**src/hw/rtl/icrt_pkg.sv**
```systemverilog
`default_nettype none

package icrt_pkg;

  localparam int TABLE_ENTRIES = 64;
  localparam int REF_BITS      = 8;
  localparam int IDX_W         = $clog2(TABLE_ENTRIES);
  localparam int CNT_W         = IDX_W + 1;

  localparam logic [CNT_W-1:0]    ENTRIES_CNT = CNT_W'(TABLE_ENTRIES);
  localparam logic [REF_BITS-1:0] REF_LIMIT   = {REF_BITS{1'b1}};

  localparam logic OP_GET = 1'b0;
  localparam logic OP_PUT = 1'b1;

  typedef enum logic [2:0] {
    ST_HIT       = 3'd0,
    ST_LOAD      = 3'd1,
    ST_FULL      = 3'd2,
    ST_HELD      = 3'd3,
    ST_CLEAN     = 3'd4,
    ST_WRITEBACK = 3'd5,
    ST_UNDERFLOW = 3'd6,
    ST_OVERFLOW  = 3'd7
  } status_t;

  typedef struct packed {
    logic [7:0]          device;
    logic [31:0]         inode;
    logic [REF_BITS-1:0] refs;
    logic                modified;
  } entry_t;

  typedef struct packed {
    logic             rd_en;
    logic [IDX_W-1:0] rd_addr;
    logic             wr_en;
    logic [IDX_W-1:0] wr_addr;
    entry_t           wr_data;
  } tbl_req_t;

  typedef struct packed {
    status_t     status;
    logic [5:0]  slot_index;
    logic [31:0] disk_block;
    logic [2:0]  block_offset;
    logic [7:0]  ref_count;
  } result_t;

endpackage

`default_nettype wire

```
**src/hw/rtl/icrt_table.sv**
```systemverilog
`default_nettype none

module icrt_table import icrt_pkg::*; (
  input  wire logic     clk,
  input  wire logic     rst,
  input  wire tbl_req_t req,
  output entry_t        rd_data
);

  entry_t                   mem [TABLE_ENTRIES];
  logic [TABLE_ENTRIES-1:0] valid;
  entry_t                   rd_q;
  logic                     rd_valid;

  always_ff @(posedge clk) begin
    if (req.wr_en) begin
      mem[req.wr_addr] <= req.wr_data;
    end
    if (req.rd_en) begin
      rd_q <= mem[req.rd_addr];
    end
  end

  // An entry never written reads as the cleared value.
  always_ff @(posedge clk) begin
    if (rst) begin
      valid    <= '0;
      rd_valid <= 1'b0;
    end else begin
      if (req.wr_en) begin
        valid[req.wr_addr] <= 1'b1;
      end
      if (req.rd_en) begin
        rd_valid <= valid[req.rd_addr];
      end
    end
  end

  assign rd_data = rd_valid ? rd_q : '0;

endmodule

`default_nettype wire

```
**src/hw/rtl/icrt_seq.sv**
```systemverilog
`default_nettype none

module icrt_seq import icrt_pkg::*; (
  input  wire logic        clk,
  input  wire logic        rst,
  input  wire logic        in_valid,
  output logic             in_stall,
  input  wire logic        op,
  input  wire logic [7:0]  device,
  input  wire logic [31:0] inode_number,
  input  wire logic [5:0]  slot,
  input  wire logic        mark_dirty,
  input  wire logic [31:0] table_start,
  input  wire logic        out_free,
  output logic             res_fire,
  output result_t          res,
  output tbl_req_t         req,
  input  wire entry_t      rd_data
);

  typedef enum logic [4:0] {
    S_IDLE   = 5'b00001,
    S_SCAN   = 5'b00010,
    S_DECIDE = 5'b00100,
    S_PUT    = 5'b01000,
    S_RESP   = 5'b10000
  } state_t;

  state_t              state;
  logic [7:0]          key_dev;
  logic [31:0]         key_ino;
  logic [31:0]         ino_m1;
  logic [IDX_W-1:0]    put_slot;
  logic                put_dirty;
  logic [CNT_W-1:0]    iss;
  logic                cmp_valid;
  logic [IDX_W-1:0]    cmp_idx;
  logic                hit_found;
  logic [IDX_W-1:0]    hit_idx;
  entry_t              hit_ent;
  logic                free_found;
  logic [IDX_W-1:0]    free_idx;
  status_t             res_status;
  logic [5:0]          res_slot;
  logic [REF_BITS-1:0] res_refs;
  logic                res_blk;

  logic                slot_ok;
  logic                match;
  logic [REF_BITS-1:0] put_refs;
  logic                put_mod;

  assign slot_ok  = int'(slot) < TABLE_ENTRIES;
  assign match    = (rd_data.device == key_dev) && (rd_data.inode == key_ino);
  assign put_refs = rd_data.refs - REF_BITS'(1);
  assign put_mod  = rd_data.modified | put_dirty;
  assign in_stall = (state != S_IDLE);
  assign res_fire = (state == S_RESP) && out_free;

  always_comb begin
    req         = '0;
    req.rd_addr = (state == S_SCAN) ? iss[IDX_W-1:0] : IDX_W'(slot);
    unique case (state)
      S_IDLE: begin
        req.rd_en = in_valid && (op == OP_PUT) && slot_ok;
      end
      S_SCAN: begin
        req.rd_en = (iss != ENTRIES_CNT);
      end
      S_DECIDE: begin
        if (hit_found) begin
          req.wr_en        = (hit_ent.refs != REF_LIMIT);
          req.wr_addr      = hit_idx;
          req.wr_data      = hit_ent;
          req.wr_data.refs = hit_ent.refs + REF_BITS'(1);
        end else begin
          req.wr_en   = free_found;
          req.wr_addr = free_idx;
          req.wr_data = '{device: key_dev, inode: key_ino, refs: REF_BITS'(1),
                          modified: 1'b0};
        end
      end
      S_PUT: begin
        req.wr_en            = (rd_data.refs != '0);
        req.wr_addr          = put_slot;
        req.wr_data          = rd_data;
        req.wr_data.refs     = put_refs;
        req.wr_data.modified = (put_refs != '0) ? put_mod : 1'b0;
      end
      S_RESP: begin
        req.rd_en = 1'b0;
      end
      default: begin
        req.rd_en = 1'b0;
      end
    endcase
  end

  always_ff @(posedge clk) begin
    if (rst) begin
      state     <= S_IDLE;
      cmp_valid <= 1'b0;
    end else begin
      unique case (state)
        S_IDLE: begin
          if (in_valid) begin
            key_dev    <= device;
            key_ino    <= inode_number;
            ino_m1     <= inode_number - 32'd1;
            put_slot   <= IDX_W'(slot);
            put_dirty  <= mark_dirty;
            iss        <= '0;
            cmp_valid  <= 1'b0;
            hit_found  <= 1'b0;
            free_found <= 1'b0;
            if (op == OP_GET) begin
              state <= S_SCAN;
            end else if (slot_ok) begin
              state <= S_PUT;
            end else begin
              res_status <= ST_UNDERFLOW;
              res_slot   <= slot;
              res_refs   <= '0;
              res_blk    <= 1'b0;
              state      <= S_RESP;
            end
          end
        end
        S_SCAN: begin
          if (iss != ENTRIES_CNT) begin
            iss <= iss + CNT_W'(1);
          end
          cmp_valid <= (iss != ENTRIES_CNT);
          cmp_idx   <= iss[IDX_W-1:0];
          if (cmp_valid) begin
            if (!hit_found && match) begin
              hit_found <= 1'b1;
              hit_idx   <= cmp_idx;
              hit_ent   <= rd_data;
            end
            if (!free_found && (rd_data.refs == '0)) begin
              free_found <= 1'b1;
              free_idx   <= cmp_idx;
            end
          end
          if (!cmp_valid && (iss == ENTRIES_CNT)) begin
            state <= S_DECIDE;
          end
        end
        S_DECIDE: begin
          res_blk <= 1'b0;
          if (hit_found) begin
            res_slot <= 6'(hit_idx);
            if (hit_ent.refs == REF_LIMIT) begin
              res_status <= ST_OVERFLOW;
              res_refs   <= hit_ent.refs;
            end else begin
              res_status <= ST_HIT;
              res_refs   <= hit_ent.refs + REF_BITS'(1);
            end
          end else if (free_found) begin
            res_status <= ST_LOAD;
            res_slot   <= 6'(free_idx);
            res_refs   <= REF_BITS'(1);
            res_blk    <= 1'b1;
          end else begin
            res_status <= ST_FULL;
            res_slot   <= '0;
            res_refs   <= '0;
          end
          state <= S_RESP;
        end
        S_PUT: begin
          res_slot <= 6'(put_slot);
          res_blk  <= 1'b0;
          if (rd_data.refs == '0) begin
            res_status <= ST_UNDERFLOW;
            res_refs   <= '0;
          end else if (put_refs != '0) begin
            res_status <= ST_HELD;
            res_refs   <= put_refs;
          end else if (put_mod) begin
            res_status <= ST_WRITEBACK;
            res_refs   <= '0;
            res_blk    <= 1'b1;
            ino_m1     <= rd_data.inode - 32'd1;
          end else begin
            res_status <= ST_CLEAN;
            res_refs   <= '0;
          end
          state <= S_RESP;
        end
        S_RESP: begin
          if (out_free) begin
            state <= S_IDLE;
          end
        end
        default: begin
          state <= S_IDLE;
        end
      endcase
    end
  end

  // Block address of the inode: table start plus eight inodes to a block.
  always_comb begin
    res.status       = res_status;
    res.slot_index   = res_slot;
    res.disk_block   = res_blk ? (table_start + {3'b000, ino_m1[31:3]}) : 32'd0;
    res.block_offset = res_blk ? ino_m1[2:0] : 3'd0;
    res.ref_count    = 8'(res_refs);
  end

endmodule

`default_nettype wire

```
**src/hw/rtl/inode_cache_refcount_table.sv**
```systemverilog
// Channel  Direction  Handshake          Word
// in       in         in_valid/in_stall  op, device, inode_number, slot, mark_dirty
// out      out        out_valid/out_stall status, slot_index, disk_block, block_offset,
//                                        ref_count
// cfg      in         cfg_wr_en          cfg_wr_data (inode table start)
//
// A get scans all 64 table entries through one read port, one entry per cycle,
// then updates the hit or free entry that it found and forms the result word.
// A put reads its one entry and rewrites it unless its count is already zero.
// One word is in work at a time; in_stall is high from acceptance until the
// result word has moved into the output register, which holds it under out_stall.
// Reset makes every table entry read as zero at once and clears the start register.
`default_nettype none

module inode_cache_refcount_table import icrt_pkg::*; (
  input  wire logic        clk,
  input  wire logic        rst,
  input  wire logic        in_valid,
  output logic             in_stall,
  input  wire logic        op,
  input  wire logic [7:0]  device,
  input  wire logic [31:0] inode_number,
  input  wire logic [5:0]  slot,
  input  wire logic        mark_dirty,
  input  wire logic        cfg_wr_en,
  input  wire logic [31:0] cfg_wr_data,
  output logic             out_valid,
  input  wire logic        out_stall,
  output logic [2:0]       status,
  output logic [5:0]       slot_index,
  output logic [31:0]      disk_block,
  output logic [2:0]       block_offset,
  output logic [7:0]       ref_count
);

  logic [31:0] table_start;
  logic        out_free;
  logic        res_fire;
  result_t     res;
  tbl_req_t    req;
  entry_t      rd_data;

  assign out_free = !out_valid || !out_stall;

  always_ff @(posedge clk) begin
    if (rst) begin
      table_start <= '0;
    end else if (cfg_wr_en) begin
      table_start <= cfg_wr_data;
    end
  end

  always_ff @(posedge clk) begin
    if (rst) begin
      out_valid <= 1'b0;
    end else if (res_fire) begin
      out_valid <= 1'b1;
    end else if (!out_stall) begin
      out_valid <= 1'b0;
    end
  end

  always_ff @(posedge clk) begin
    if (res_fire) begin
      status       <= res.status;
      slot_index   <= res.slot_index;
      disk_block   <= res.disk_block;
      block_offset <= res.block_offset;
      ref_count    <= res.ref_count;
    end
  end

  icrt_table u_table (
    .clk     (clk),
    .rst     (rst),
    .req     (req),
    .rd_data (rd_data)
  );

  icrt_seq u_seq (
    .clk          (clk),
    .rst          (rst),
    .in_valid     (in_valid),
    .in_stall     (in_stall),
    .op           (op),
    .device       (device),
    .inode_number (inode_number),
    .slot         (slot),
    .mark_dirty   (mark_dirty),
    .table_start  (table_start),
    .out_free     (out_free),
    .res_fire     (res_fire),
    .res          (res),
    .req          (req),
    .rd_data      (rd_data)
  );

endmodule

`default_nettype wire

```
**config.mk**
```make
export PLATFORM = sky130hd
export DESIGN_NAME = inode_cache_refcount_table
export DESIGN_NICKNAME = d
export VERILOG_FILES = /design/src/hw/rtl/icrt_pkg.sv /design/src/hw/rtl/icrt_table.sv /design/src/hw/rtl/icrt_seq.sv /design/src/hw/rtl/inode_cache_refcount_table.sv
export SDC_FILE = /design/constraint.sdc
export NUM_CORES = 2
export LEC_CHECK = 0
export BUFFER_PORTS_ARGS = -buffer_cell sky130_fd_sc_hd__buf_2
export CAP_MARGIN = 5
export CORE_UTILIZATION = 44
export CTS_CLUSTER_SIZE = 30
export DETAILED_ROUTE_END_ITERATION = 6
export SLEW_MARGIN = 0
export SYNTH_ARGS = -nofsm -noshare
export SYNTH_HDL_FRONTEND = slang
export SYNTH_HIERARCHICAL = 1
export SYNTH_SLANG_ARGS = --single-unit
export TNS_END_PERCENT = 30
```
**constraint.sdc**
```tcl
create_clock -name clk -period 8.3 [get_ports clk]
set_input_delay 0.415 -clock clk [delete_from_list [all_inputs] [get_ports clk]]
set_output_delay 0.415 -clock clk [all_outputs]
set_load 0.005 [all_outputs]
```
---- Word-level counts from Yosys, hierarchy flattened ----
Memories as Yosys holds them, arrays and structs flattened. A register that Yosys moved wholly into a read port is not among the register bits.
Cells that the tools add are included.
storage, ports and cells
  bits of input ports ..................... 85
  register bits after elaboration ......... 329
  memories kept ........................... 1
  word-level logic and storage cells ...... 154
  bits in writable memories ............... 3136
  output and inout port bits .............. 54
memories
  memory       words  bits a word  read ports  clocked after memory_dff  write ports  line              RTL
  u_table.mem  64     49           1           1                         1            icrt_table.sv:10  entry_t mem [TABLE_ENTRIES];
operators by class
  reductions and logical operators ........ 31
  mux-type cells .......................... 57
  add/subtract/negate cells ............... 6
  order comparisons ....................... 3
  bitwise gates (word level) .............. 3
  equal/unequal tests ..................... 23
operators by type and width
  kind                                                                           number
  32-bit two-way mux                                                             4
  56-bit one-hot mux with 2 select lines                                         1
  64-bit OR                                                                      1
  32-bit one-hot mux with 2 select lines                                         1
  32-bit by 1-bit subtractor with 32-bit output (second input constant)          2
  56-bit two-way mux                                                             1
  49-bit two-way mux                                                             1
  32-bit by 29-bit adder with 32-bit output                                      1
  32-bit equality test                                                           1
  8-bit two-way mux                                                              4
  5-bit one-hot mux with 4 select lines                                          1
  1-bit two-way mux                                                              19
  6-bit two-way mux                                                              3
  8-bit one-hot mux with 2 select lines                                          1
  8-bit nonzero test                                                             2
  5-bit two-way mux                                                              3
  6-bit by 7-bit less-than comparator with 1-bit output (second input constant)  2
  7-bit two-way mux                                                              2
  2-bit inequality test (second input constant)                                  7
  7-bit one-hot mux with 2 select lines                                          1
  3-bit two-way mux                                                              4
  6-bit one-hot mux with 2 select lines                                          1
  4-bit AND reduction                                                            3
  1-bit one-hot mux with 2 select lines                                          5
  33 further kinds                                                               52

---- Depth between registers and ports, before layout ----
  depth in word-level cells ............... 10
  mapped depth ............................ 16
  mapped depth without buffers ............ 12

---- Hierarchy ----
Netlist, hierarchy kept.
modules (own cells, without submodules)
  module                      area each (µm²)  instances  cells an instance  sequential area each (µm²)
  icrt_table                  123263.2         1          4920               96943.0
  icrt_seq                    11223.3          1          1097               5315.1
  inode_cache_refcount_table  2763.9           1          160                2222.1

---- Least setup slack after synthesis ----
OpenSTA, ideal clock, no wires.
  path kind ............................... reg2reg
  start ................................... register u_seq/hit_ent[1] (netlist bit)
  end ..................................... memory u_table/mem[32][0] (netlist bit) (enable)
  path buffers ............................ 1
  cell stages (with the launch flop) ...... 11
  arrival ................................. 6.278 ns
  setup slack ............................. 1.504 ns
  data required time ...................... 7.782 ns
  library setup time ...................... 0.518 ns
  clock period less this slack ............ 6.796 ns
  path through ............................ edfxtp_1 ha_1 and3_1 and3_1 clkbuf_1 and3_1 and2_1 o31ai_1 nor2b_1 or3b_2 nor3_1
RTL lines
  element                 line              RTL
  start, declared         icrt_seq.sv:40    entry_t hit_ent;
  start signal, assigned  icrt_seq.sv:139   hit_ent <= rd_data;
  end, declared           icrt_table.sv:10

==> metrics.md <==
| Metric | Value |
|---|---|
| Cell Area, Synth | approximately 0.14 sq mm |
| Critical path data arrival time | approximately 6.4 ns |
| Initial core utilization | 0.4433 |
| Placed Area | 0.1449 sq mm |
| Register bit total from synthesis | 3514 |
| Int Pwr | 29600 uW |
| LEAKAGE | ~0.044 uW |
| Peak Freq | 169.1 MHz |
| Total GRT Usage | 0.2425 |
| Drt first pass iters | 6 |
| Switch Pwr | about 8300 uW |
| Post-route cell area | 0.1575 sq mm |
| FP Rows | 204 |
| Worst skew pair latency | 0.92 ns |
| Syn Inst Count | 6177 |
| Post-DP HPWL | 210.6 mm |
| Syn_area_per_cell | 22.22 sq um |
| Slowest-stage cell, CP | nor2_4 |
| Area share of xor/xnor cells in the synthesized design | 0.007785 |
| Core Region | just over 0.3 sq mm |
| Comb pwr share | 0.063 |
| Hold crit path type | input port to flop |
| Top_reg_cell synth | edfxtp_1 |
| CTS max path bufs | 4 |
| RSZ-0062 raised after global routing | false |
| TritonCTS clock tree | done |
| Post-route insts no fill | 11115 |
| Worst stage delay on the critical path | 1.06 ns |
| Endpoints failing setup | 0 |
| Total CTS buffers | around 360 |
| Hold Violations, Final | 0 |
| CTS sink count | 3514 |
| Top delay family on crit path | simple AND/OR/NAND/NOR gates |
| Main combinational cell family by area after synthesis | multiplexers |
| Clock network fraction of total power | 0.420 |
| Final cycle utilization of the critical path | 0.7125 |
| Tightest Pin Transition | roughly 1.4 ns |
| CP dominant cell by count | buf_4 |
| Synth Net Count | 6298 |
| Count of pins over their slew limit | 0 |
| Slew headroom | 0.06960 |
| Clock-pin slew on the worst setup and hold paths | 0.06 ns |
| DR vias | 68589 |
| Grt ovf | 0 |
| Compound-Gate Fraction of Synth Area | 0.01352 |
| 1st-iter DRT viols | 9021 |
| WS Path Type | flop to flop |
| I/O pin count | about 140 |
| CP Data Required Time | 8.82 ns |
| Synth Area in Adders | 0.003337 |
| Placer Congestion | 0.8631 |
| Warnings from Yosys | 6 |
| Pwr dens | roughly 240 mW/mm^2 |
| Crit path max fanout | 34 |
| Layout Nets | about 7000 |
| Post-synth EDFFs | 3410 |
| Fin crit period | 5.914 ns |
| Post-synthesis sequential area ratio | 0.7612 |
| Post-synthesis mux area share | 0.1782 |
| Fraction of layout cells with a size suffix above 1 | 0.2905 |
| Seq pwr share | 0.516 |
| Initial antenna violation count | 29 |
| Post-synthesis cell type count | 74 |
| Status | completed |
| Most frequent cells in the layout | edfxtp_1 (3410), mux4_2 (1017), clkbuf_16 (371) |
| Critical-path cell list | or3_1 -> or2_4 -> buf_4 -> o21ai_1 -> buf_4 -> nor2b_1 -> nand3_1 -> nor2_4 -> buf_4 |
| Placed Instances | between 10000 and 15000 |
| Vias in the first global route | 67756 |
| Die height | 560.5 microns |
| Detailed Route WL | 383.2 mm |
| First-pass GRT wire length | 533.0 mm |
| Die ar. | around 0.31 sq mm |
| VDD IR max | 0.0001932 V |
| Switching Share | 0.2187 |
| Crit. End Element | flop |
| DRC errors left | 0 |
| CTS root buffer | clkbuf_16 |
| Post-DR vias/cell | a little over 6 |
| Synth Area in Simple Gates | 0.02406 |
| Port-buffer cells | roughly 140 |
| Ys async rst share | 0 |
| Largest net degree at the start of global routing | 122 |
| Area delta synth->final | 14.77% |
| Buf+Inv Stages, Crit Path | 3 |
| Element type at the critical path start | flop |
| Width of the die | 560.5 microns |
| Clock Skew | 0.06611 ns |
| Post-CTS resize count | 0 |
| Max-cap viol count | 0 |
| WL per Instance | 34.47 microns |
| Commonest non-fill, non-tap cell in the layout | edfxtp_1 |
| Setup_tns | 0 ns |
| H-tree depth | 5 |
| Routed Antenna Nets | 0 |
power groups by stage:
| stage | clock network, uW | logic, uW | registers (uW) |
|---|---|---|---|
| floorplan | 0 | 1660 | 19800 |
| global placement | 0 | 2350 | 19900 |
| detailed placement | 0 | 2360 | 19900 |
| CTS | 16200 | 2410 | 19600 |
| global route | 16800 | 2540 | 19600 |
| finish | 15900 | 2400 | 19600 |
through the flow:
step | worst slack (ns) | total power (uW) | utilization | hold slack, ns
floorplan | 1.504 | 21500 | - | 0.4003
global placement | 2.559 | 22270 | 0.4679 | 0.4055
detailed placement | 2.442 | 22290 | 0.4679 | 0.4063
CTS | 2.377 | 38120 | 0.5087 | 0.1543
global route | 2.283 | 38900 | 0.5087 | 0.2033
finish | 2.386 | 37890 | 0.5088 | 0.2136
routing by layer:
layer / vias up / track usage / wire length, microns
met5: - / 0 / 68
li1: 27055 / - / -
met4: 10 / 0.06706 / 10440
met1: 37390 / 0.3433 / 153900
met3: 591 / 0.04656 / 35710
met2: 3543 / 0.3867 / 183100
repair_timing:
| action | CTS | global route |
|---|---|---|
| hold endpoints to repair | 108 | 0 |
| setup buffers | 0 | 0 |
| endpoints found under the setup margin | 0 | 0 |
| hold buffers | 115 | 0 |
cells by family (layout without fill, tap and decap cells):
kind of cell / Yosys count / after routing
adders and majority gates: 36 / 36
buffers and inverters: 344 / 1149
and+or+nand+nor: 697 / 697
muxes: 1172 / 1172
other: 0 / 13
AOI/OAI and AO/OA: 292 / 292
DFF: 3514 / 3514
xor gates and xnor gates: 122 / 122
path summary, 6_finish.rpt:
kind	slack, ns	cells past startpoint	start	to
max reg2reg	2.39	9	u_seq/state[1]$_SDFFE_PP0P_	u_table/mem[30][21]$_DFFE_PP_
min reg2reg	0.42	0	u_seq/res_slot[2]$_DFFE_PP_	slot_index[2]$_DFFE_PP_
min	0.21	2	device[2]	u_seq/key_dev[2]$_DFFE_PP_
max	2.39	9	u_seq/state[1]$_SDFFE_PP0P_	u_table/mem[30][21]$_DFFE_PP_
worst register-to-register path: stages, from the launching register on:
cell and delay, ns:
dfxtp_1 0.56, or3_1 0.45, or2_4 0.48, buf_4 0.86
o21ai_1 0.34, buf_4 0.28, nor2b_1 0.26, nand3_1 0.53
nor2_4 1.06, buf_4 0.66
layout make-up:
cell class | count | area [sq um]
Timing Repair Buffer | 483 | 4034
Antenna cell | 13 | 32.53
Clock buffer | 472 | 9764
Tap cell | 4120 | 5155
Inverter | 20 | 75.07
Clock inverter | 174 | 1710
Multi-Input combinational cell | 2319 | 32270
Sequential cell | 3514 | 104500
Fill cell | 23996 | 152100
cell usage after synthesis (4+ instances only):
cell         n  share of area
a211oi_1    19         0.0010
a21boi_0    16        0.00088
a21o_1      21         0.0011
a21oi_1     57         0.0021
a22o_1       4        0.00026
a22oi_1      8        0.00044
a31oi_1     13        0.00059
and2_1      77         0.0035
and3_1      14        0.00064
buf_1       32        0.00088
buf_2       95         0.0035
buf_4       21         0.0011
buf_6       11        0.00090
clkbuf_1   161         0.0044
dfxtp_1    104          0.015
edfxtp_1  3410           0.75
ha_1        35         0.0032
inv_1       18        0.00049
mux2_2       5        0.00041
mux2i_1    150          0.011
mux4_2    1017           0.17
nand2_1    130         0.0036
nand2b_1    14        0.00064
nand3_1     34         0.0012
nand3b_1     8        0.00044
nand4_1     18        0.00082
nand4b_1     5        0.00032
nor2_1     281         0.0077
nor2b_1     24         0.0011
nor3_1      46         0.0017
nor4_1      19        0.00087
o211ai_1     6        0.00033
o21a_1       7        0.00038
o21ai_0     94         0.0034
o22ai_1     10        0.00046
o311ai_0     4        0.00026
o31ai_1      4        0.00022
or3_1        8        0.00036
xnor2_1     82         0.0052
xor2_1      40         0.0026
sequential cells by signal (all words and copies together) (netlist names), 32 cells and up:
register / cells
u_table/valid: 64
u_table/rd_q: 49
u_table/mem: 3136
disk_block: 32
table_start: 32
u_seq/hit_ent: 49
u_seq/ino_m1: 32
u_seq/key_ino: 32
Note: power is estimated with default switching activity, not from simulation.
